$ cat src/design/lfpd_pkg.sv
package lfpd_pkg;

  // Sensor array geometry.
  localparam int SENSOR_COUNT = 8;
  localparam int READING_BITS = 10;
  localparam int LOG_SENSORS  = $clog2(SENSOR_COUNT);

  // Fixed point formats.
  localparam int FRAC_BITS  = 8;
  localparam int SUM_BITS   = READING_BITS + LOG_SENSORS;
  localparam int WSUM_BITS  = READING_BITS + $clog2(SENSOR_COUNT * (SENSOR_COUNT - 1) / 2);
  localparam int QUO_BITS   = LOG_SENSORS + FRAC_BITS;
  localparam int ERR_BITS   = QUO_BITS;
  localparam int DER_BITS   = ERR_BITS + 1;
  localparam int INTEG_BITS = 24;
  localparam int GAIN_BITS  = 16;
  localparam int SPEED_BITS = 11;
  localparam int OUT_BITS   = 13;
  localparam int ACC_BITS   = GAIN_BITS + INTEG_BITS + 1;
  localparam int DRV_BITS   = ACC_BITS - FRAC_BITS;

  // Line center in Q.8: (SENSOR_COUNT - 1) / 2.
  localparam int CENTER = (SENSOR_COUNT - 1) << (FRAC_BITS - 1);

  // Configuration port.
  localparam int CFG_BITS       = 16;
  localparam int CFG_INDEX_BITS = 3;

  localparam logic signed [GAIN_BITS-1:0] PROP_GAIN_RST  = 16'sd26;
  localparam logic signed [GAIN_BITS-1:0] INTEG_GAIN_RST = 16'sd26;
  localparam logic signed [GAIN_BITS-1:0] DERIV_GAIN_RST = 16'sd0;
  localparam logic [SPEED_BITS-1:0]       BASE_SPEED_RST  = 11'd804;
  localparam logic [SPEED_BITS-1:0]       DRIVE_LIMIT_RST = 11'd804;

  typedef enum logic [CFG_INDEX_BITS-1:0] {
    REG_PROP_GAIN   = 3'd0,
    REG_INTEG_GAIN  = 3'd1,
    REG_DERIV_GAIN  = 3'd2,
    REG_BASE_SPEED  = 3'd3,
    REG_DRIVE_LIMIT = 3'd4
  } cfg_reg_t;

  typedef logic [READING_BITS-1:0] reading_t;

  // Centroid unit to PID unit: one-cycle pulse with the line error.
  typedef struct packed {
    logic                       valid;
    logic                       lost;
    logic signed [ERR_BITS-1:0] error;
  } cen_res_t;

  // PID unit to output stage: held until taken.
  typedef struct packed {
    logic                       valid;
    logic                       lost;
    logic                       clamped;
    logic signed [OUT_BITS-1:0] left;
    logic signed [OUT_BITS-1:0] right;
  } pid_res_t;

endpackage

$ cat src/design/lfpd_centroid.sv
module lfpd_centroid
  import lfpd_pkg::*;
(
  input  logic                              clk,
  input  logic                              rst,
  input  logic                              start,
  input  reading_t [SENSOR_COUNT-1:0]       readings,
  output cen_res_t                          result
);

  localparam int SCNT_BITS = $clog2(SENSOR_COUNT);
  localparam int QCNT_BITS = $clog2(QUO_BITS);

  typedef enum logic [1:0] {C_IDLE, C_ACC, C_DIV} cen_state_t;

  cen_state_t                  state;
  reading_t [SENSOR_COUNT-1:0] shift;
  logic [SCNT_BITS-1:0]        scount;
  logic [QCNT_BITS-1:0]        qcount;
  logic [SUM_BITS-1:0]         sum;
  logic [SUM_BITS-1:0]         sum_next;
  logic [WSUM_BITS-1:0]        wsum;
  logic [SUM_BITS-1:0]         rem;
  logic [SUM_BITS-1:0]         rem_next;
  logic [QUO_BITS-1:0]         nq;
  logic [QUO_BITS-1:0]         nq_next;
  logic [SUM_BITS+1:0]         trial;
  logic                        qbit;

  // Running sum; each prefix sum adds once more to the weighted sum.
  assign sum_next = sum + SUM_BITS'(shift[0]);

  // One restoring division step: bring down the next numerator bit and try the subtract.
  assign trial    = {1'b0, rem, nq[QUO_BITS-1]} - {2'b00, sum};
  assign qbit     = ~trial[SUM_BITS+1];
  assign rem_next = qbit ? trial[SUM_BITS-1:0] : {rem[SUM_BITS-2:0], nq[QUO_BITS-1]};
  assign nq_next  = {nq[QUO_BITS-2:0], qbit};

  // Sequencer: one reading a cycle, then one quotient bit a cycle.
  always_ff @(posedge clk) begin
    if (rst) begin
      state        <= C_IDLE;
      result.valid <= 1'b0;
    end else begin
      // The result pulses for one cycle after the last quotient bit.
      result.valid <= (state == C_DIV) && (qcount == QCNT_BITS'(QUO_BITS - 1));
      unique case (state)
        C_IDLE: begin
          if (start) begin
            shift  <= readings;
            sum    <= '0;
            wsum   <= '0;
            scount <= '0;
            state  <= C_ACC;
          end
        end
        C_ACC: begin
          shift  <= shift >> READING_BITS;
          sum    <= sum_next;
          scount <= scount + SCNT_BITS'(1);
          if (scount == SCNT_BITS'(SENSOR_COUNT - 1)) begin
            // Numerator is wsum shifted up by FRAC_BITS; its top part seeds the remainder.
            rem    <= SUM_BITS'(wsum >> LOG_SENSORS);
            nq     <= {wsum[LOG_SENSORS-1:0], FRAC_BITS'(0)};
            qcount <= '0;
            state  <= C_DIV;
          end else begin
            wsum <= wsum + WSUM_BITS'(sum_next);
          end
        end
        C_DIV: begin
          rem    <= rem_next;
          nq     <= nq_next;
          qcount <= qcount + QCNT_BITS'(1);
          if (qcount == QCNT_BITS'(QUO_BITS - 1)) begin
            // With no light on any sensor the error is forced to zero.
            result.lost  <= (sum == '0);
            result.error <= (sum == '0) ? '0 : ERR_BITS'(nq_next - QUO_BITS'(CENTER));
            state        <= C_IDLE;
          end
        end
        default: state <= C_IDLE;
      endcase
    end
  end

endmodule

$ cat src/design/lfpd_pid.sv
module lfpd_pid
  import lfpd_pkg::*;
(
  input  logic                        clk,
  input  logic                        rst,
  input  cen_res_t                    cen,
  input  logic                        take,
  input  logic signed [GAIN_BITS-1:0] prop_gain,
  input  logic signed [GAIN_BITS-1:0] integ_gain,
  input  logic signed [GAIN_BITS-1:0] deriv_gain,
  input  logic [SPEED_BITS-1:0]       base_speed,
  input  logic [SPEED_BITS-1:0]       drive_limit,
  output pid_res_t                    result
);

  localparam int BCNT_BITS = $clog2(GAIN_BITS);

  typedef enum logic [1:0] {P_IDLE, P_MAC, P_CLAMP, P_HOLD} pid_state_t;
  typedef enum logic [1:0] {PROD_P, PROD_I, PROD_D} prod_t;

  pid_state_t                   state;
  prod_t                        prod;
  logic [BCNT_BITS-1:0]         bitcnt;
  logic [GAIN_BITS-1:0]         gain_sr;
  logic signed [ACC_BITS-1:0]   mcand;
  logic signed [ACC_BITS-1:0]   acc;
  logic signed [ACC_BITS-1:0]   addend;
  logic signed [ACC_BITS-1:0]   acc_next;
  logic signed [INTEG_BITS-1:0] integ;
  logic signed [INTEG_BITS-1:0] integ_next;
  logic signed [INTEG_BITS:0]   integ_sum;
  logic signed [ERR_BITS-1:0]   prev_err;
  logic signed [DER_BITS-1:0]   deriv;
  logic signed [DER_BITS-1:0]   deriv_next;
  logic signed [DRV_BITS-1:0]   drv;
  logic signed [DRV_BITS-1:0]   lim_pos;
  logic signed [DRV_BITS-1:0]   lim_neg;
  logic signed [SPEED_BITS:0]   drive;
  logic                         lost;
  logic                         clamped;

  // Error history update.
  assign deriv_next = {cen.error[ERR_BITS-1], cen.error} - {prev_err[ERR_BITS-1], prev_err};
  assign integ_sum  = {integ[INTEG_BITS-1], integ}
                    + {{(INTEG_BITS+1-ERR_BITS){cen.error[ERR_BITS-1]}}, cen.error};

  // Saturate the integrator when the sum leaves the 24-bit range.
  always_comb begin
    if (integ_sum[INTEG_BITS] != integ_sum[INTEG_BITS-1]) begin
      integ_next = integ_sum[INTEG_BITS] ? {1'b1, {(INTEG_BITS-1){1'b0}}}
                                         : {1'b0, {(INTEG_BITS-1){1'b1}}};
    end else begin
      integ_next = integ_sum[INTEG_BITS-1:0];
    end
  end

  // Shift-and-add over the gain bits; the sign bit of the gain has negative weight.
  assign addend   = (bitcnt == BCNT_BITS'(GAIN_BITS - 1)) ? -mcand : mcand;
  assign acc_next = gain_sr[0] ? acc + addend : acc;

  // Q.16 to Q.8 with an arithmetic shift rounds toward minus infinity.
  assign drv     = acc[ACC_BITS-1:FRAC_BITS];
  assign lim_pos = $signed({{(DRV_BITS-SPEED_BITS){1'b0}}, drive_limit});
  assign lim_neg = -lim_pos;

  // Control loop sequencer and state.
  always_ff @(posedge clk) begin
    if (rst) begin
      state    <= P_IDLE;
      integ    <= '0;
      prev_err <= '0;
    end else begin
      unique case (state)
        P_IDLE: begin
          if (cen.valid) begin
            prev_err <= cen.error;
            deriv    <= deriv_next;
            integ    <= integ_next;
            lost     <= cen.lost;
            acc      <= '0;
            prod     <= PROD_P;
            bitcnt   <= '0;
            gain_sr  <= prop_gain;
            mcand    <= {{(ACC_BITS-ERR_BITS){cen.error[ERR_BITS-1]}}, cen.error};
            state    <= P_MAC;
          end
        end
        P_MAC: begin
          acc <= acc_next;
          if (bitcnt == BCNT_BITS'(GAIN_BITS - 1)) begin
            // Move on to the next gain and its operand, or to the clamp after the last gain.
            bitcnt <= '0;
            unique case (prod)
              PROD_P: begin
                prod    <= PROD_I;
                gain_sr <= integ_gain;
                mcand   <= {{(ACC_BITS-INTEG_BITS){integ[INTEG_BITS-1]}}, integ};
              end
              PROD_I: begin
                prod    <= PROD_D;
                gain_sr <= deriv_gain;
                mcand   <= {{(ACC_BITS-DER_BITS){deriv[DER_BITS-1]}}, deriv};
              end
              default: state <= P_CLAMP;
            endcase
          end else begin
            gain_sr <= gain_sr >> 1;
            mcand   <= mcand << 1;
            bitcnt  <= bitcnt + BCNT_BITS'(1);
          end
        end
        P_CLAMP: begin
          // Reaching the limit exactly does not count as clamped.
          priority if (drv > lim_pos) begin
            drive   <= $signed({1'b0, drive_limit});
            clamped <= 1'b1;
          end else if (drv < lim_neg) begin
            drive   <= -$signed({1'b0, drive_limit});
            clamped <= 1'b1;
          end else begin
            drive   <= drv[SPEED_BITS:0];
            clamped <= 1'b0;
          end
          state <= P_HOLD;
        end
        P_HOLD: begin
          if (take) begin
            state <= P_IDLE;
          end
        end
        default: state <= P_IDLE;
      endcase
    end
  end

  // Wheel speeds, wrapped to the output width.
  assign result.valid   = (state == P_HOLD);
  assign result.lost    = lost;
  assign result.clamped = clamped;
  assign result.left    = {{(OUT_BITS-SPEED_BITS){1'b0}}, base_speed}
                        + {{(OUT_BITS-SPEED_BITS-1){drive[SPEED_BITS]}}, drive};
  assign result.right   = {{(OUT_BITS-SPEED_BITS){1'b0}}, base_speed}
                        - {{(OUT_BITS-SPEED_BITS-1){drive[SPEED_BITS]}}, drive};

endmodule

$ cat src/design/line_follow_pid_drive.sv
// Channel    Handshake                    Payload
// frame      frame_valid / frame_stall    reading_0 .. reading_7
// drive      drive_valid / drive_stall    left_wheel, right_wheel, line_lost, drive_clamped
// config     cfg_we                       cfg_index, cfg_data
//
// A frame's result moves into the output register after running sums (one reading a
// cycle), restoring division (one quotient bit a cycle), a hand-off, bit-serial
// multiply-accumulate (three 16-bit gains, one gain bit a cycle) and a clamp; the
// move waits while the output register holds a stalled result.
// Reset is synchronous and active high; it restores the gains and speeds and clears
// the integrator and the last error. frame_stall is high from a frame transfer until
// its result moves into the output register; a stalled result holds there while the
// next frame is taken.
module line_follow_pid_drive
  import lfpd_pkg::*;
(
  input  logic                         clk,
  input  logic                         rst,
  input  logic                         frame_valid,
  output logic                         frame_stall,
  input  logic [READING_BITS-1:0]      reading_0,
  input  logic [READING_BITS-1:0]      reading_1,
  input  logic [READING_BITS-1:0]      reading_2,
  input  logic [READING_BITS-1:0]      reading_3,
  input  logic [READING_BITS-1:0]      reading_4,
  input  logic [READING_BITS-1:0]      reading_5,
  input  logic [READING_BITS-1:0]      reading_6,
  input  logic [READING_BITS-1:0]      reading_7,
  output logic                         drive_valid,
  input  logic                         drive_stall,
  output logic signed [OUT_BITS-1:0]   left_wheel,
  output logic signed [OUT_BITS-1:0]   right_wheel,
  output logic                         line_lost,
  output logic                         drive_clamped,
  input  logic                         cfg_we,
  input  logic [CFG_INDEX_BITS-1:0]    cfg_index,
  input  logic [CFG_BITS-1:0]          cfg_data
);

  logic signed [GAIN_BITS-1:0] prop_gain;
  logic signed [GAIN_BITS-1:0] integ_gain;
  logic signed [GAIN_BITS-1:0] deriv_gain;
  logic [SPEED_BITS-1:0]       base_speed;
  logic [SPEED_BITS-1:0]       drive_limit;
  logic                        busy;
  logic                        frame_xfer;
  logic                        load;
  reading_t [SENSOR_COUNT-1:0] readings;
  cen_res_t                    cen_res;
  pid_res_t                    pid_res;

  assign readings = {reading_7, reading_6, reading_5, reading_4,
                     reading_3, reading_2, reading_1, reading_0};

  // Configuration registers; writes to unknown indexes are dropped.
  always_ff @(posedge clk) begin
    if (rst) begin
      prop_gain   <= PROP_GAIN_RST;
      integ_gain  <= INTEG_GAIN_RST;
      deriv_gain  <= DERIV_GAIN_RST;
      base_speed  <= BASE_SPEED_RST;
      drive_limit <= DRIVE_LIMIT_RST;
    end else if (cfg_we) begin
      unique case (cfg_reg_t'(cfg_index))
        REG_PROP_GAIN:   prop_gain   <= cfg_data;
        REG_INTEG_GAIN:  integ_gain  <= cfg_data;
        REG_DERIV_GAIN:  deriv_gain  <= cfg_data;
        REG_BASE_SPEED:  base_speed  <= cfg_data[SPEED_BITS-1:0];
        REG_DRIVE_LIMIT: drive_limit <= cfg_data[SPEED_BITS-1:0];
        default: ;
      endcase
    end
  end

  // One frame in flight at a time.
  assign frame_stall = busy;
  assign frame_xfer  = frame_valid && !busy;
  assign load        = pid_res.valid && (!drive_valid || !drive_stall);

  always_ff @(posedge clk) begin
    if (rst) begin
      busy <= 1'b0;
    end else if (frame_xfer) begin
      busy <= 1'b1;
    end else if (load) begin
      busy <= 1'b0;
    end
  end

  lfpd_centroid u_centroid (
    .clk      (clk),
    .rst      (rst),
    .start    (frame_xfer),
    .readings (readings),
    .result   (cen_res)
  );

  lfpd_pid u_pid (
    .clk         (clk),
    .rst         (rst),
    .cen         (cen_res),
    .take        (load),
    .prop_gain   (prop_gain),
    .integ_gain  (integ_gain),
    .deriv_gain  (deriv_gain),
    .base_speed  (base_speed),
    .drive_limit (drive_limit),
    .result      (pid_res)
  );

  // Output register: a finished result waits here for its transfer.
  always_ff @(posedge clk) begin
    if (rst) begin
      drive_valid <= 1'b0;
    end else if (load) begin
      drive_valid <= 1'b1;
    end else if (!drive_stall) begin
      drive_valid <= 1'b0;
    end
  end

  always_ff @(posedge clk) begin
    if (load) begin
      left_wheel    <= pid_res.left;
      right_wheel   <= pid_res.right;
      line_lost     <= pid_res.lost;
      drive_clamped <= pid_res.clamped;
    end
  end

  // The centroid unit only reports for a frame that was taken.
  a_cen_in_frame: assert property (@(posedge clk) disable iff (rst)
    cen_res.valid |-> busy)
    else $error("centroid result outside a frame");

  // The PID unit only holds a result while its frame is still open.
  a_pid_in_frame: assert property (@(posedge clk) disable iff (rst)
    pid_res.valid |-> busy)
    else $error("PID result outside a frame");

  // A result moves to the output register exactly once.
  a_single_load: assert property (@(posedge clk) disable iff (rst)
    load |=> !pid_res.valid)
    else $error("PID result offered again after load");

endmodule

$ cat config.mk
export PLATFORM = sky130hd
export DESIGN_NAME = line_follow_pid_drive
export DESIGN_NICKNAME = d
export VERILOG_FILES = /design/src/design/lfpd_pkg.sv /design/src/design/lfpd_centroid.sv /design/src/design/lfpd_pid.sv /design/src/design/line_follow_pid_drive.sv
export SDC_FILE = /design/constraint.sdc
export NUM_CORES = 1
export LEC_CHECK = 0
export BUFFER_PORTS_ARGS = -buffer_cell sky130_fd_sc_hd__buf_4
export CORE_MARGIN = 5
export CORE_UTILIZATION = 50
export DETAILED_ROUTE_END_ITERATION = 6
export PLACE_DENSITY = 0.68
export SLEW_MARGIN = 20
export SYNTH_ARGS = -nofsm -noshare
export SYNTH_HDL_FRONTEND = slang
export SYNTH_SLANG_ARGS = --single-unit
$ cat constraint.sdc
create_clock -name clk -period 11.65 [get_ports clk]
set_input_delay 2.33 -clock clk [delete_from_list [all_inputs] [get_ports clk]]
set_output_delay 2.33 -clock clk [all_outputs]
set_load 0.02 [all_outputs]
==> results of run 1 <==
cell usage after synthesis, types with 4 or more instances:
cell	number	area [sq um]
ha_1	195	2440
and2_1	58	363
or4_1	8	60.1
a31oi_1	13	81.3
maj3_1	8	80.1
nor3_1	40	200
fa_1	8	160
inv_1	130	488
clkbuf_1	94	353
mux2i_1	49	490
xor2_1	50	438
o211ai_1	8	60.1
a21oi_1	186	931
o2bb2ai_1	9	78.8
a21o_1	61	458
nand2_1	525	1970
and3_1	15	93.8
nand2b_1	16	100
nor4_1	19	119
nand3_1	33	165
nor2b_1	22	138
o31ai_1	13	97.6
or2_2	12	75.1
nand3b_1	20	150
edfxtp_1	308	9250
a21boi_0	16	120
o311ai_0	4	35.0
or3_1	11	68.8
buf_1	6	22.5
o22ai_1	7	43.8
o21a_1	22	165
mux2_2	24	270
a2111oi_0	4	35.0
nor2_1	192	721
a211oi_1	34	255
o21ai_0	143	716
nand4_1	11	68.8
xnor2_1	98	858
dfxtp_1	112	2240
o21bai_1	11	82.6
sequential cells by signal, indices dropped and copies added (netlist names), 11 cells and up:
signal / flops
u_pid.acc: 41
u_pid.mcand: 41
u_pid.integ: 24
left_wheel: 13
u_pid.gain_sr: 16
prop_gain: 16
u_pid.prev_err: 11
drive_limit: 11
u_pid.deriv: 12
u_centroid.wsum: 15
u_centroid.rem: 13
integ_gain: 16
u_pid.drive: 12
u_centroid.shift: 80
u_centroid.sum: 13
u_centroid.nq: 11
base_speed: 11
right_wheel: 12
deriv_gain: 16
u_centroid.result: 13
layer usage:
layer	track usage (%)	routed length, um	part of all wire, %
met5	0	34	0.056
met4	5.02	1430	2.4
met3	4.37	3950	6.5
met2	36.1	28600	47
met1	29.2	26900	44
final cells by class:
type	count	area, sq um
sequential	420	11500
timing repair buffer	152	1160
clock inverter	12	136
tap	672	841
inverter	131	492
multi-input combinational	2008	12900
clock buffer	73	1480
fill	4325	21500
where the power goes:
group / switching (mW) / internal [mW] / total (mW)
logic: 0.344 / 0.237 / 0.581
clock network: 0.622 / 0.881 / 1.50
registers: 0.0342 / 1.70 / 1.73
total: 1.00 / 2.81 / 3.82
worst register-to-register path, stage by stage (launching register included):
cell	delay, ns
dfxtp_1	0.37
inv_1	0.13
nand3_1	0.15
or3_1	0.40
or3_1	0.40
or3_1	0.46
nor3_1	0.41
ha_1	0.21
nand2_1	0.07
or3_1	0.39
or2_2	0.32
o2111a_1	0.24
o221ai_1	0.09
a2111oi_0	0.13
a21oi_2	0.84
o21ai_0	0.25
o2bb2ai_1	0.20
metrics by stage:
step	total power [mW]	instance area, sq um	utilization [%]	hold slack [ns]
final	3.82	28500	57.0	0.452
after detailed placement	2.34	26800	53.7	0.445
after global placement	2.32	26800	53.7	0.441
after CTS	3.85	28400	56.9	0.454
after global routing	3.99	28500	57.0	0.468
after floorplan	2.18	25200	-	0.400
kinds of logic (layout without fill, tap and decap cells):
family	after synthesis	in the layout
AOI/OAI and AO/OA	576	576
xor gates and xnor gates	148	148
adders and majority gates	211	211
buffers and inverters	235	368
DFF	420	420
muxes	73	73
and+or+nand+nor	1000	1000
path summary, 6_finish.rpt:
check,end,from
worst max-delay path,u_pid.drive[2]$_DFFE_PP_,drive_limit[2]$_SDFFE_PP1P_
worst min-delay path,u_pid.prev_err[9]$_SDFFE_PP0P_,u_pid.prev_err[9]$_SDFFE_PP0P_
worst max register to register,u_pid.drive[2]$_DFFE_PP_,drive_limit[2]$_SDFFE_PP1P_
worst min register to register,u_pid.prev_err[9]$_SDFFE_PP0P_,u_pid.prev_err[9]$_SDFFE_PP0P_
==> metrics.txt, run 1 <==
result of the run=completed; compound-gate portion of the synthesized area=14.2%; vertical extent of the die=234 um; count of clock tree sinks=420; number of cell instances on the worst register-to-register path=16; Layout area overhead=13.1%; MaxCap Viol Count=0; Seq/Total Area, Yosys=45.6%; actual slew at the worst max-slew pin=1.11 ns; prevailing post-synth register cell=edfxtp_1; DR WL/cell=17.5 um; RSZ-0062 raised after global routing=false; weighted congestion at the end of routability-driven global placement=0.947; TritonRoute pass-1 iters=6; count of endpoints failing setup in the final report=0; Synth Area in Adders=10.6%; number of post-CTS setup repair buffers=0; final clock period utilization by the worst path=46.0%; commonest cells after routing, fill and taps aside=nand2_1, edfxtp_1, ha_1; xor/xnor share of the synthesized area=5.15%; number of nets still failing antenna checks after routing=0; width of the die=234 um; P_leak=11.7 nW; maximum VDD drop=0.000116 V; Final Net Count=3066; total die area=0.0549 sq mm; Hold-fix buffers, CTS=0; Worst Hold Path Cells=2; core box area=0.0500 sq mm; number of global-route vias before repair=18500; Worst Setup Slack, final=6.29 ns; Critical Path RT=11.95 ns; type of the worst setup path=reg2reg; slowest cell delay on critical path=0.84 ns; Ports=134; yosys synthesis warning count=0; Synth Instances=2663; post-synthesis share of cell area spent on and, or, nand and nor gates=17.8%; dominant combinational cell family by area after synthesis=simple AND/OR/NAND/NOR gates; number of pins with negative max-slew slack in the final report=0; Mapped Nets=2970; worst path arrival time=5.66 ns; maximum clock insertion buffer count=3; area of the mapped netlist=0.0252 sq mm; cell row count=82; number of buffer and inverter instances along the worst setup path=1; number of DRC violations after detailed-routing iteration 0=1421; Post-Syn Area per Cell=9.46 sq um; total via count in the routed design=19500; Root Buffer=clkbuf_16; proportion of layout cells with a drive suffix above 1=10.5%; most common cell after layout, fill and taps aside=nand2_1; cells along the critical path=inv_1 > nand3_1 > or3_1 > or3_1 > or3_1 > nor3_1 > ha_1 > nand2_1 > or3_1 > or2_2 > o2111a_1 > o221ai_1 > a2111oi_0 > a21oi_2 > o21ai_0 > o2bb2ai_1; count of distinct cell types in the synthesized netlist=79; Slowest-stage cell, CP=a21oi_2; buffers added on ports=133; clock period minus final worst setup slack=5.36 ns; quantity of gates resized following cts=0; vias per inst=5.63; largest net degree at the start of global routing=100; post-synthesis sequential element count=420; HPWL after DPL=44200 um; overall overflow remaining after global route=0; first-pass GRT wire length=96400 um; cts bufs inserted=46; Clock Skews=0.0186 ns; largest fanout on the critical path=23; final hold violations=0; final-layout setup total negative slack=0 ns; top achievable clock speed=0.187 GHz; stages on the worst setup path=16; kind of end point of the critical path=register; overall routed net length=60900 um; register-to-register setup slack=6.29 ns; number of design rule violations left after detail routing=0; number of antenna cells inserted=0; startpoint type of the worst setup path=register; gr usage total=21.6%; Cell Count Post-Placement=3382; effective utilization at floorplan=50.4%; clock-pin transition on the worst setup and hold timing paths=0.07 ns; ys async rst share=0%; Hold Crit Class=reg2reg; crit-path most repeated cell=or3_1; post-placement worst setup slack=6.40 ns; kind of cell adding the most delay to the critical path=simple AND/OR/NAND/NOR gates; depth of the CTS H-tree=2; non-filler cells, final=3468; number of antenna violations at the first check in global routing=3; CTS tree=done; power per cell area=134 mW/mm^2; EDFF count, synth=308; relative max-transition margin=26.2%; Skew-Pair Late Insertion Delay=0.59 ns; mux contribution to synthesized area=3.02%
Note: power is estimated with default switching activity, not from simulation.
==> run 2: changes to the inputs <==
clock period = 5.28 ns   (was 11.65 ns; I/O delays follow)
==> run 2 against run 1 <==
Final area down 0.33%. Clock power is 110% higher. First-iteration DRC count fell by 13%. Utilization shrank 0.19 points. Sequential power grew 120%. Clock skew increased by 0.017 ns. Via count down 0.27%. Sequential share of layout area is 0.13 points higher. Combinational power grew 120%. Wire length grew 2.1%. Die area unchanged. Hold slack barely moved. Critical path type unchanged. Highest routed layer is now met4.
==> metrics.txt, run 2 (synthesized netlist as in run 1, its figures left out) <==
result of the run=completed; register-to-register setup slack=0.41 ns (-5.88 ns); largest fanout on the critical path=23 (unchanged); proportion of layout cells with a drive suffix above 1=10.5% (-0.019 points); number of design rule violations left after detail routing=0 (unchanged); proportion of power drawn by combinational gates=15.5% (+0.3 points); cell row count=82 (unchanged); most common cell after layout, fill and taps aside=nand2_1; top achievable clock speed=0.205 GHz (+10%); commonest cells after routing, fill and taps aside=nand2_1, edfxtp_1, ha_1; kind of end point of the critical path=register; Hold Crit Class=reg2reg; post-placement worst setup slack=0.422 ns (-5.97 ns); Worst Setup Slack, final=0.409 ns (-5.88 ns); number of DRC violations after detailed-routing iteration 0=1232 (-13%); worst path arrival time=5.29 ns (-0.37 ns); first-pass GRT wire length=99300 um (+2.9%); end point of the most critical hold path=prop_gain[6]$_SDFFE_PP0P_; Worst Hold Path Cells=2 (unchanged); maximum VDD drop=0.000253 V (+120%); count of endpoints failing setup in the final report=0 (unchanged); reg-to-reg critical path startpoint=drive_limit[2]$_SDFFE_PP1P_; part of the power in the clock network=38.2% (-1.2 points); CTS tree=done; kind of cell adding the most delay to the critical path=simple AND/OR/NAND/NOR gates; weighted congestion at the end of routability-driven global placement=0.912 (-3.7%); largest net degree at the start of global routing=100 (unchanged); startpoint type of the worst setup path=register; vias per inst=5.60 (-0.47%); Skew-Pair Late Insertion Delay=0.61 ns (+0.02 ns); slowest cell delay on critical path=0.59 ns (-0.25 ns); type of the worst setup path=reg2reg; number of antenna violations at the first check in global routing=1 (-2); width of the die=234 um (unchanged); quantity of gates resized following cts=0 (unchanged); gr usage total=22.2% (+0.60 points); Clock Skews=0.0351 ns (+0.0166 ns); depth of the CTS H-tree=2 (unchanged); MaxCap Viol Count=0 (unchanged); Slowest-stage cell, CP=a2111oi_0; capture instance of the worst register-to-register path=u_pid.drive[11]$_SDFFCE_PP0P_; Filler Cells Inserted=4312 (-0.30%); part of the power in registers=46.2% (+0.8 points); number of global-route vias before repair=19000 (+2.9%); core box area=0.0500 sq mm (unchanged); buffers added on ports=133 (unchanged); Root Buffer=clkbuf_16; P_leak=11.6 nW (-0.29%); power per cell area=291 mW/mm^2 (+120%); final hold violations=0 (unchanged); Hold-fix buffers, CTS=0 (unchanged); cells along the critical path=inv_1 > nand3_1 > or3_1 > or3_1 > or3_1 > nor3_1 > ha_1 > nand2_1 > or3_1 > or2_2 > o2111a_1 > o221ai_1 > a2111oi_0 > a21oi_2 > buf_4 > or2_2 > a21oi_1; max reg flops=80 (unchanged); clock period minus final worst setup slack=4.87 ns (-0.486 ns); TritonRoute pass-1 iters=6 (unchanged); Final Net Count=3072 (+0.20%); actual slew at the worst max-slew pin=1.08 ns (-0.0235 ns); number of cell instances on the worst register-to-register path=17 (+1); Switch Pwr=2.20 mW (+120%); Layout area overhead=12.7%; Hold Crit Start=prop_gain[6]$_SDFFE_PP0P_; cts bufs inserted=46 (unchanged); number of buffer and inverter instances along the worst setup path=2 (+1); Pint=6.06 mW (+120%); number of pins with negative max-slew slack in the final report=0 (unchanged); overall overflow remaining after global route=0 (unchanged); count of clock tree sinks=420 (unchanged); number of post-CTS setup repair buffers=0 (unchanged); clock-pin transition on the worst setup and hold timing paths=0.06 ns (about the same); HPWL after DPL=45700 um (+3.4%); final clock period utilization by the worst path=92.3% (+46 points); final-layout setup total negative slack=0 ns (unchanged); DR WL/cell=17.9 um (+1.9%); relative max-transition margin=27.5% (+1.3 points); Critical Path RT=5.70 ns (-6.25 ns); total die area=0.0549 sq mm (unchanged); maximum clock insertion buffer count=3 (unchanged); crit-path most repeated cell=or3_1; total via count in the routed design=19500 (-0.27%); switching share of power=26.7% (+0.43 points); RSZ-0062 raised after global routing=false; overall routed net length=62100 um (+2.1%); Largest regs=u_centroid.shift: 80 flops, u_pid.acc: 41 flops, u_pid.mcand: 41 flops; register with the highest flop count=u_centroid.shift; vertical extent of the die=234 um (unchanged); effective utilization at floorplan=50.4% (unchanged); number of nets still failing antenna checks after routing=0 (unchanged); Ports=134 (unchanged)
run 2: changes by cell type in the layout (fill, tap and decap cells not counted), sizes merged:
cell	delta
buf	+6
clkbuf	-14
clkinv	+11
bufinv	+3
clkinvlp	-1
diode	+2
run 2: worst max path at each step:
stage,endpoint,cells past startpoint,start
6_report,u_pid.drive[11]$_SDFFCE_PP0P_,17,drive_limit[2]$_SDFFE_PP1P_
5_1_grt,u_pid.drive[10]$_DFFE_PP_,16,drive_limit[2]$_SDFFE_PP1P_
4_1_cts,u_pid.drive[11]$_SDFFCE_PP0P_,17,drive_limit[2]$_SDFFE_PP1P_
3_5_place_dp,u_pid.drive[11]$_SDFFCE_PP0P_,17,drive_limit[2]$_SDFFE_PP1P_
3_3_place_gp,u_pid.drive[4]$_DFFE_PP_,17,drive_limit[2]$_SDFFE_PP1P_
2_1_floorplan,u_pid.gain_sr[0]$_DFFE_PP_,3,rst
run 2: layout make-up:
type / instances / area, sq um / share of cell area [%]
antenna: 2 / 5.00 / 0.0176
clock buffer: 59 / 1220 / 4.30
clock inverter: 25 / 249 / 0.877
inverter: 131 / 492 / 1.73
multi-input combinational: 2008 / 12900 / 45.4
sequential: 420 / 11500 / 40.5
tap: 672 / 841 / 2.96
timing repair buffer: 158 / 1210 / 4.25
run 2: routing by layer:
layer	track usage [%]	vias up	share of wire [%]
met1	30.1	9317	45
li1	-	9625	-
met3	2.93	93	4.7
met4	6.06	0	2.3
met2	37.8	431	48
met5	0	-	0
run 2: stage by stage:
step / hold slack, ns / util (%) / cell area, sq um / cells / power [mW]
2_1_floorplan: 0.400 / - / 25200 / 2663 / 4.81
3_3_place_gp: 0.440 / 53.8 / 26900 / 3388 / 5.12
3_5_place_dp: 0.444 / 53.8 / 26900 / 3388 / 5.16
4_1_cts: 0.452 / 56.7 / 28300 / 3472 / 8.33
5_1_grt: 0.471 / 56.8 / 28400 / 3474 / 8.62
6_report: 0.452 / 56.8 / 28400 / 3475 / 8.26
run 2: tightest hold or removal path, delay by kind of cell, from the launching register on:
family	cells	cell delay (ns)
AO/OA/AOI/OAI	1	0.05
flip-flops	1	0.30
AND/OR/NAND/NOR	1	0.05
run 2: power by group through the flow:
| stage | clock [mW] | sequential, mW | combinational [mW] |
|---|---|---|---|
| global route | 3.36 | 3.83 | 1.44 |
| global placement | 0 | 3.89 | 1.24 |
| CTS | 3.23 | 3.82 | 1.28 |
| floorplan | 0 | 3.86 | 0.945 |
| detailed placement | 0 | 3.89 | 1.27 |
| finish | 3.16 | 3.82 | 1.28 |
